===== src/rtl/sldf_pkg.sv =====
// shared types, constants and helper functions of the sync and length deframer
`default_nettype none
package sldf_pkg;

   localparam logic [7:0]  SYNC_FIRST       = 8'h44;
   localparam logic [7:0]  SYNC_SECOND      = 8'h46;
   localparam logic [4:0]  FOLD_BLOCK       = 5'd20;
   localparam logic [7:0]  FOLD_MOD         = 8'hFF;
   localparam logic [16:0] HEADER_AND_CHECK = 17'd12;
   localparam logic [16:0] LENGTH_DONE      = 17'd10;
   localparam logic [15:0] ACK_MASK_RESET   = 16'h8000;

   // input opcodes
   localparam logic OP_BYTE   = 1'b0;
   localparam logic OP_FINISH = 1'b1;

   // packet status codes
   localparam logic [1:0] ST_VALID     = 2'd0;
   localparam logic [1:0] ST_CHECKSUM  = 2'd1;
   localparam logic [1:0] ST_FRAMING   = 2'd2;
   localparam logic [1:0] ST_TRUNCATED = 2'd3;

   // running fletcher sums
   typedef struct packed {
      logic [15:0] sum_low;
      logic [15:0] sum_high;
      logic [4:0]  block_pos;
   } fletch_type;

   // state of the packet candidate being collected
   typedef struct packed {
      logic [16:0] bytes_seen;
      logic [16:0] expected_total;
      logic        framing_seen;
      logic [31:0] packet_id;
      logic [15:0] message_type;
      logic [15:0] payload_length;
      fletch_type  sums;
      logic [15:0] trailing_word;
   } cand_type;

   // one result item
   typedef struct packed {
      logic [1:0]  packet_status;
      logic        has_header;
      logic [31:0] id_word;
      logic [15:0] type_word;
      logic [15:0] length_word;
      logic        response_flag;
      logic        type_known;
      logic [15:0] check_word;
      logic [16:0] total_bytes;
   } result_type;

   // residue mod 255 of a 16-bit value, using 256 = 1 mod 255
   function automatic logic [15:0] mod255(input logic [15:0] x);
      logic [8:0] s;
      logic [8:0] t;
      s = {1'b0, x[15:8]} + {1'b0, x[7:0]};
      t = {8'd0, s[8]} + {1'b0, s[7:0]};
      if (t[7:0] == FOLD_MOD) begin
         mod255 = 16'd0;
      end else begin
         mod255 = {8'd0, t[7:0]};
      end
   endfunction

   // table of known message codes
   function automatic logic type_is_known(input logic [15:0] t);
      type_is_known =
         (t == 16'h0001) ||
         (t >= 16'h0020 && t <= 16'h0023) ||
         (t >= 16'h0030 && t <= 16'h003A) ||
         (t >= 16'h0100 && t <= 16'h0104) ||
         (t >= 16'h0110 && t <= 16'h0116) ||
         (t == 16'h0120) ||
         (t >= 16'h0200 && t <= 16'h0203) ||
         (t >= 16'h0205 && t <= 16'h0207);
   endfunction

endpackage
`default_nettype wire


===== src/rtl/sldf_fletcher.sv =====
// fletcher-16 style sum update for one byte, folded mod 255 every block
`default_nettype none
module sldf_fletcher (
   input  wire sldf_pkg::fletch_type sums_old,
   input  wire logic [7:0]           byte_value,
   output sldf_pkg::fletch_type      sums_new,
   output logic                      sum_ok
);

   logic [15:0] low_add;
   logic [15:0] high_add;
   logic [4:0]  pos_add;

   // plain running sums
   always_comb begin
      low_add  = sums_old.sum_low + {8'd0, byte_value};
      high_add = sums_old.sum_high + low_add;
      pos_add  = sums_old.block_pos + 5'd1;
   end

   // fold at the end of each block
   always_comb begin
      if (pos_add >= sldf_pkg::FOLD_BLOCK) begin
         sums_new.sum_low   = sldf_pkg::mod255(low_add);
         sums_new.sum_high  = sldf_pkg::mod255(high_add);
         sums_new.block_pos = 5'd0;
      end else begin
         sums_new.sum_low   = low_add;
         sums_new.sum_high  = high_add;
         sums_new.block_pos = pos_add;
      end
   end

   // whole packet check: both sums fold to zero
   assign sum_ok = (sldf_pkg::mod255(sums_new.sum_low) == 16'd0) &&
                   (sldf_pkg::mod255(sums_new.sum_high) == 16'd0);

endmodule
`default_nettype wire


===== src/rtl/sync_length_deframer_fletcher.sv =====
// top level: sync hunt, header capture, length tracking and packet reporting
//
//  channel  dir  handshake            payload
//  req      in   req_tvalid/tready    tdata: byte_value; tuser: opcode, byte_framing_error
//  rsp      out  rsp_tvalid/tready    tuser: packet_status; tdata: header, check, count
//  csr      in   csr_valid/csr_ready  csr_data: ack_flag_mask
//
// one item per cycle while req_tready is high: each accepted item updates the candidate
// state register, and a result is loaded into the output register in that same cycle.
// the output register holds a result until rsp_tready; req_tready stays high
// while the output register is empty or being emptied.
// synchronous reset clears the candidate, the output valid and sets the mask.
`default_nettype none
module sync_length_deframer_fletcher (
   input  wire logic         clock,
   input  wire logic         reset,
   input  wire logic         req_tvalid,
   output logic              req_tready,
   input  wire logic [7:0]   req_tdata,   // [7:0] byte_value
   input  wire logic [1:0]   req_tuser,   // [0] opcode, [1] byte_framing_error
   output logic              rsp_tvalid,
   input  wire logic         rsp_tready,
   // [0] has_header, [32:1] id_word, [48:33] type_word, [64:49] length_word,
   // [65] response_flag, [66] type_known, [82:67] check_word,
   // [99:83] total_bytes, [103:100] zero
   output logic [103:0]      rsp_tdata,
   output logic [1:0]        rsp_tuser,   // [1:0] packet_status
   input  wire logic         csr_valid,
   output logic              csr_ready,
   input  wire logic [15:0]  csr_data
);

   sldf_pkg::cand_type   cand_ff;
   sldf_pkg::cand_type   cand_in;
   sldf_pkg::cand_type   grown;
   sldf_pkg::result_type rsp_ff;
   sldf_pkg::result_type rsp_in;
   sldf_pkg::fletch_type sums_next;
   logic                 rsp_valid_ff;
   logic                 rsp_valid_in;
   logic [15:0]          ack_mask_ff;
   logic [15:0]          ack_mask_in;
   logic                 req_fire;
   logic                 sum_ok;
   logic                 emit;
   logic                 truncated;
   logic                 opcode;
   logic                 fe;
   logic [7:0]           b;
   sldf_pkg::cand_type   src;
   logic                 hdr;

   assign opcode   = req_tuser[0];
   assign fe       = req_tuser[1];
   assign b        = req_tdata;
   assign req_tready = !rsp_valid_ff || rsp_tready;
   assign req_fire = req_tvalid && req_tready;
   assign csr_ready = 1'b1;

   sldf_fletcher u_fletcher (
      .sums_old   (cand_ff.sums),
      .byte_value (b),
      .sums_new   (sums_next),
      .sum_ok     (sum_ok)
   );

   // candidate after taking one more byte past the sync pair
   always_comb begin
      grown = cand_ff;
      case (cand_ff.bytes_seen)
         17'd2: grown.packet_id[7:0]       = b;
         17'd3: grown.packet_id[15:8]      = b;
         17'd4: grown.packet_id[23:16]     = b;
         17'd5: grown.packet_id[31:24]     = b;
         17'd6: grown.message_type[7:0]    = b;
         17'd7: grown.message_type[15:8]   = b;
         17'd8: grown.payload_length[7:0]  = b;
         17'd9: grown.payload_length[15:8] = b;
         default: ;
      endcase
      grown.sums          = sums_next;
      grown.framing_seen  = cand_ff.framing_seen | fe;
      grown.trailing_word = {b, cand_ff.trailing_word[15:8]};
      grown.bytes_seen    = cand_ff.bytes_seen + 17'd1;
      if (grown.bytes_seen == sldf_pkg::LENGTH_DONE) begin
         grown.expected_total = sldf_pkg::HEADER_AND_CHECK + {1'b0, grown.payload_length};
      end
   end

   // candidate state machine for one accepted item
   always_comb begin
      cand_in   = cand_ff;
      emit      = 1'b0;
      truncated = 1'b0;
      src       = cand_ff;
      if (req_fire) begin
         if (opcode == sldf_pkg::OP_FINISH) begin
            if (cand_ff.bytes_seen != 17'd0) begin
               emit      = 1'b1;
               truncated = 1'b1;
            end
            cand_in = '0;
         end else if (cand_ff.bytes_seen == 17'd0) begin
            if (b == sldf_pkg::SYNC_FIRST) begin
               cand_in.framing_seen  = fe;
               cand_in.sums          = sums_next;
               cand_in.trailing_word = {b, 8'd0};
               cand_in.bytes_seen    = 17'd1;
            end
         end else if (cand_ff.bytes_seen == 17'd1 && b != sldf_pkg::SYNC_SECOND) begin
            // a second 'D' restarts the hunt on itself
            if (b == sldf_pkg::SYNC_FIRST) begin
               cand_in.framing_seen = fe;
            end else begin
               cand_in = '0;
            end
         end else begin
            src = grown;
            if (grown.expected_total != 17'd0 &&
                grown.bytes_seen >= grown.expected_total) begin
               emit    = 1'b1;
               cand_in = '0;
            end else begin
               cand_in = grown;
            end
         end
      end
   end

   // result item built from the candidate it closes
   always_comb begin
      hdr = src.bytes_seen >= sldf_pkg::HEADER_AND_CHECK;
      if (truncated) begin
         rsp_in.packet_status = sldf_pkg::ST_TRUNCATED;
      end else if (src.framing_seen) begin
         rsp_in.packet_status = sldf_pkg::ST_FRAMING;
      end else if (sum_ok) begin
         rsp_in.packet_status = sldf_pkg::ST_VALID;
      end else begin
         rsp_in.packet_status = sldf_pkg::ST_CHECKSUM;
      end
      rsp_in.has_header    = hdr;
      rsp_in.id_word       = hdr ? src.packet_id : 32'd0;
      rsp_in.type_word     = hdr ? src.message_type : 16'd0;
      rsp_in.length_word   = hdr ? src.payload_length : 16'd0;
      rsp_in.response_flag = hdr && ((src.message_type & ack_mask_ff) != 16'd0);
      rsp_in.type_known    = hdr &&
                             sldf_pkg::type_is_known(src.message_type & ~ack_mask_ff);
      rsp_in.check_word    = truncated ? 16'd0 : src.trailing_word;
      rsp_in.total_bytes   = src.bytes_seen;
   end

   // output register valid
   always_comb begin
      if (emit) begin
         rsp_valid_in = 1'b1;
      end else if (rsp_tready) begin
         rsp_valid_in = 1'b0;
      end else begin
         rsp_valid_in = rsp_valid_ff;
      end
   end

   // configuration register
   assign ack_mask_in = (csr_valid && csr_ready) ? csr_data : ack_mask_ff;

   // control registers
   always_ff @(posedge clock) begin
      if (reset) begin
         cand_ff      <= '0;
         rsp_valid_ff <= 1'b0;
         ack_mask_ff  <= sldf_pkg::ACK_MASK_RESET;
      end else begin
         cand_ff      <= cand_in;
         rsp_valid_ff <= rsp_valid_in;
         ack_mask_ff  <= ack_mask_in;
      end
   end

   // result payload register
   always_ff @(posedge clock) begin
      if (emit) begin
         rsp_ff <= rsp_in;
      end
   end

   assign rsp_tvalid = rsp_valid_ff;
   assign rsp_tuser  = rsp_ff.packet_status;
   assign rsp_tdata  = {4'd0, rsp_ff.total_bytes, rsp_ff.check_word, rsp_ff.type_known,
                        rsp_ff.response_flag, rsp_ff.length_word, rsp_ff.type_word,
                        rsp_ff.id_word, rsp_ff.has_header};

endmodule
`default_nettype wire

===== config.mk =====
export PLATFORM = sky130hd
export DESIGN_NAME = sync_length_deframer_fletcher
export DESIGN_NICKNAME = d
export VERILOG_FILES = /design/src/rtl/sldf_pkg.sv /design/src/rtl/sldf_fletcher.sv /design/src/rtl/sync_length_deframer_fletcher.sv
export SDC_FILE = /design/constraint.sdc
export NUM_CORES = 1
export LEC_CHECK = 0
export ABC_CLOCK_PERIOD_IN_PS = 18950
export BUFFER_PORTS_ARGS = -buffer_cell sky130_fd_sc_hd__buf_2
export CAP_MARGIN = 20
export CELL_PAD_IN_SITES_DETAIL_PLACEMENT = 1
export CELL_PAD_IN_SITES_GLOBAL_PLACEMENT = 2
export CORE_MARGIN = 1.5
export CORE_UTILIZATION = 34
export DETAILED_ROUTE_END_ITERATION = 7
export PLACE_DENSITY = 0.84
export SETUP_SLACK_MARGIN = 0.1
export SYNTH_ARGS = -nofsm -noshare
export SYNTH_HDL_FRONTEND = slang
export SYNTH_SLANG_ARGS = --single-unit
export TNS_END_PERCENT = 1

===== constraint.sdc =====
create_clock -name clock -period 18.95 [get_ports clock]
set_clock_uncertainty 0.05 [all_clocks]
set_input_delay 0 -clock clock [delete_from_list [all_inputs] [get_ports clock]]
set_output_delay 0 -clock clock [all_outputs]
set_load 0.05 [all_outputs]

==> results by stage <==
Outcome:
- The flow ran to the end, and the final reports show no timing, DRC or antenna violations.

Worst setup path:
- The critical path arrival is 9910 ps.
- The largest stage delay on the critical path is 410 ps.
- The worst setup path is launched from a flop.
- The kind of critical path is flop to flop.
- The largest individual stage delay along the critical path comes from the cell sky130_fd_sc_hd__fa_1.
- The worst setup path is captured at a flop.
- Data on the critical path is required at its endpoint by 19,210 ps.
- In this run the critical register-to-register path is launched from cand_ff[37]$_SDFFE_PP0P_.
- The worst register-to-register path ends at rsp_tuser[0]$_SDFFCE_PP1P_.
- The peak fanout along the critical path is 7.
- The depth of the worst register-to-register path is 49.
- The register-to-register setup slack is 9300 ps.

Detailed routing:
- The final route contains 14,745 vias.
- For this run, the detailed router's first-pass iteration total came to 5.
- After detailed routing, the total wire length is 56.1 mm.
- In the final routed layout, each cell accounts on average for 21.2 um.
- The detail route stage leaves a number of antenna-violating nets equal to 0.
- After detailed routing, the number of remaining DRC violations is 0.
- Dividing the detail-routed via count by the number of cells gives 5.56.
- After the first detailed-routing iteration, the DRC count stood at 934.

Place:
- The congestion estimate from routability-driven global placement came to 0.932.
- Once detailed placement completed, the half-perimeter wirelength came to 40.1 mm.
- During placement, the flow inserted port buffers numbering 134.
- OpenSTA, run right after detailed placement, puts the worst setup slack at 9100 ps.

Synth:
- By count the netlist is led by sky130_fd_sc_hd__nand2_1, sky130_fd_sc_hd__nor2_1, sky130_fd_sc_hd__dfxtp_1.
- For this run, the number of Yosys warnings is 0.
- After synthesis, flip-flops and latches occupy 38.4% of the total area.
- In this run, synthesis produced a sequential element count of 271.
- In the post-synthesis netlist, the biggest area contributors are sky130_fd_sc_hd__dfxtp_1, sky130_fd_sc_hd__edfxtp_1, sky130_fd_sc_hd__ha_1.
- The most area-hungry cell type in the Yosys netlist is sky130_fd_sc_hd__dfxtp_1.
- The synthesized netlist occupies a cell area of 16,800 um^2.
- Each instance of the synthesized netlist takes up on average 9.11 um^2.
- Among all flip-flop cells after synthesis, the most frequent one is sky130_fd_sc_hd__dfxtp_1.
- The cell count after synthesis is 1,843.
- The most frequent cell after synthesis is sky130_fd_sc_hd__nand2_1.
- The synthesized design contains 102 enable-type register cells.
- The top cell type by area accounts for 20.1% of the synthesized area.
- The count of distinct cell types in the synthesized netlist is 86.
- After synthesis, the share of flip-flops with an asynchronous set or reset is 0%.

Clock tree:
- The clock passes through at most 3 buffers.
- The TritonCTS clock tree is done.
- The number of levels the H-tree was split into is 2.
- The master cell of the clock root buffer is sky130_fd_sc_hd__clkbuf_16.
- Buffers inserted during clock tree synthesis total 34.
- Clock-pin slew was measured on the worst setup and hold paths at 60 ps.
- The later pin in the worst-skew pair is clocked with a latency of 560 ps.
- The number of sinks handled by clock tree synthesis is 271.

Power:
- The reported net switching power is 403 uW.
- Summed over all cells, the static leakage comes to 0.00759 uW.
- The areal power density over the cells is 77.0 nW/um^2.
- Net switching is 26.9% of the power.
- Sequential cells account for 41.0% of the total power.
- The combinational share of power is 13.2%.
- Cell internal power was estimated by the tool at 1100 uW.
- The maximum VDD drop is 0.0534 mV.
- Of the total power, the clock network draws 45.9%.

STA:
- Counting I/O delays and the setup requirement, the final critical path takes 9650 ps.
- The final worst-path cycle share is 50.9%.
- The setup slack of the critical path after layout is 9300 ps.
- The final setup violation count is 0.
- The remaining max-slew budget at the tightest pin is 29.4%.
- The transition time at the pin with the least slew margin is 1060 ps.
- The number of max-slew violations in the final report is 0.
- Derived from the worst setup path, the maximum achievable clock frequency is 104 MHz.
- Setup repair after global routing left no endpoint under its margin.
- The accumulated negative setup slack is 0 ps.
- The number of hold violations in the final report is 0.

Min path:
- In this run the worst hold path is classified as primary input to flop.
- The hold path startpoint is req_tdata[2].
- The worst hold path passes through 2 cells.
- The worst min-delay path endpoint is cand_ff[87]$_SDFFE_PP0P_.

Floorplanning:
- After floorplanning, the core was sized to cover 48,800 um^2.
- The die is 225 um wide.
- 140 I/O pins were placed.
- For this configuration, the core starts out at a cell density of 34.4%.
- The cell row count is 81.
- The die covers 50,800 um^2.
- The die is 225 um tall.

Global routing:
- The first global-routing pass estimated 88.1 mm of wire.
- Global routing used 22.1% of the available tracks.
- The initial antenna violation count was 4.
- The number of global-route vias before repair is 15,420.
- The total overflow reported by the global router is 0.
- Entering global routing, the biggest net connects 68 pins.

Cells and area:
- The post-layout net count is 2,087.
- The post-route netlist has 13.0% of its cells at a drive strength greater than 1.
- The area growth from synthesis to layout is 15.9%.

Run:
- The number of max-capacitance violations reported is 0.
routing by layer:
layer | global-route usage (%) | wire length, um | vias up | share of wire (%)
met5 | 0 | 8 | - | 0.014
met2 | 39.7 | 28200 | 327 | 50
met1 | 26.7 | 23900 | 7378 | 43
met3 | 2.83 | 2180 | 100 | 3.9
li1 | - | - | 6938 | -
met4 | 8.49 | 1830 | 2 | 3.3
sequential cells by signal (all words and copies together), names as in the netlist:
signal and cells:
rsp_tvalid 1, cand_ff 152, rsp_tdata 100, rsp_tuser 2, ack_mask_ff 16
worst max-delay path by stage:
stage | from | to | slack (ps) | depth (start not counted)
4_1_cts | cand_ff[37]$_SDFFE_PP0P_ | rsp_tuser[0]$_SDFFCE_PP1P_ | 9370 | 43
6_report | cand_ff[37]$_SDFFE_PP0P_ | rsp_tuser[0]$_SDFFCE_PP1P_ | 9300 | 49
2_1_floorplan | cand_ff[135]$_SDFFE_PP0P_ | rsp_tdata[0]$_DFFE_PP_ | 6380 | 26
3_3_place_gp | req_tdata[0] | rsp_tuser[0]$_SDFFCE_PP1P_ | 9510 | 50
5_1_grt | cand_ff[37]$_SDFFE_PP0P_ | rsp_tuser[0]$_SDFFCE_PP1P_ | 8280 | 49
3_5_place_dp | req_tdata[0] | rsp_tuser[0]$_SDFFCE_PP1P_ | 9100 | 44
power by group through the flow:
stage	clock, uW	sequential, uW	combinational, uW
6_report	688	614	198
5_1_grt	724	615	214
3_3_place_gp	0	626	182
4_1_cts	702	614	196
2_1_floorplan	0	634	127
3_5_place_dp	0	627	188
cell usage in the layout, fill, tap and decap left out, drive strengths merged, types with 19 or more instances in the layout:
cell type    Yosys  layout
and3            27      27
a22o            59      59
xnor2           69      69
ha              91      91
nor3            43      43
nor2           183     183
clkbuf          58      51
nand2          186     186
or3             26      26
o21ai           63      63
dlygate4sd3      0      35
mux2i           73      73
nand4           22      22
a21oi          134     134
a32o            25      25
nand3           48      48
xor2            36      36
edfxtp         102     102
dfxtp          169     169
nand2b          19      19
inv             71      73
buf             60     158
nor2b           26      26
critical path: cells and delay by family (launching register included):
kind / cells / cell delay [ps]
AO/OA/AOI/OAI: 14 / 2480
multiplexers: 1 / 60
XOR/XNOR: 4 / 720
AND/OR/NAND/NOR: 19 / 3230
adder cells (fa/ha/maj): 9 / 2440
flip-flops: 1 / 330
buffers and inverters: 2 / 140
layout make-up:
class / count / area [um^2]
antenna: 2 / 5.00
clock buffer: 49 / 1020
clock inverter: 13 / 163
fill: 5692 / 29400
inverter: 71 / 267
multi-input combinational: 1386 / 9530
sequential: 271 / 6450
tap: 664 / 831
timing repair buffer: 195 / 1220
repair_timing:
action	4_1_cts	5_1_grt
hold endpoints to repair	49	0
buffers inserted	0	0
gates resized for setup	0	0
hold buffers	35	0
per-stage QoR:
step | util, % | hold WS (ps) | power [uW] | area (um^2) | std cells
5_1_grt | 39.9 | 23.6 | 1550 | 19500 | 2649
6_report | 39.9 | 35.3 | 1500 | 19500 | 2651
3_5_place_dp | 36.7 | 171 | 815 | 17900 | 2550
3_3_place_gp | 36.7 | 156 | 808 | 17900 | 2550
2_1_floorplan | - | 67.9 | 761 | 16800 | 1846
4_1_cts | 39.8 | 4.02 | 1510 | 19500 | 2647
cells by family (layout without fill, tap and decap cells):
family	Yosys count	count (layout)	synth area share, %
multiplexers	81	81	4.89
other	2	7	0.0447
flip-flops	271	271	38.4
buffers and inverters	189	328	5.31
XOR/XNOR	108	108	5.88
AO/OA/AOI/OAI	453	453	19.2
AND/OR/NAND/NOR	642	642	18.9
adder cells (fa/ha/maj)	97	97	7.49
Power figures use the tool's default switching activity.
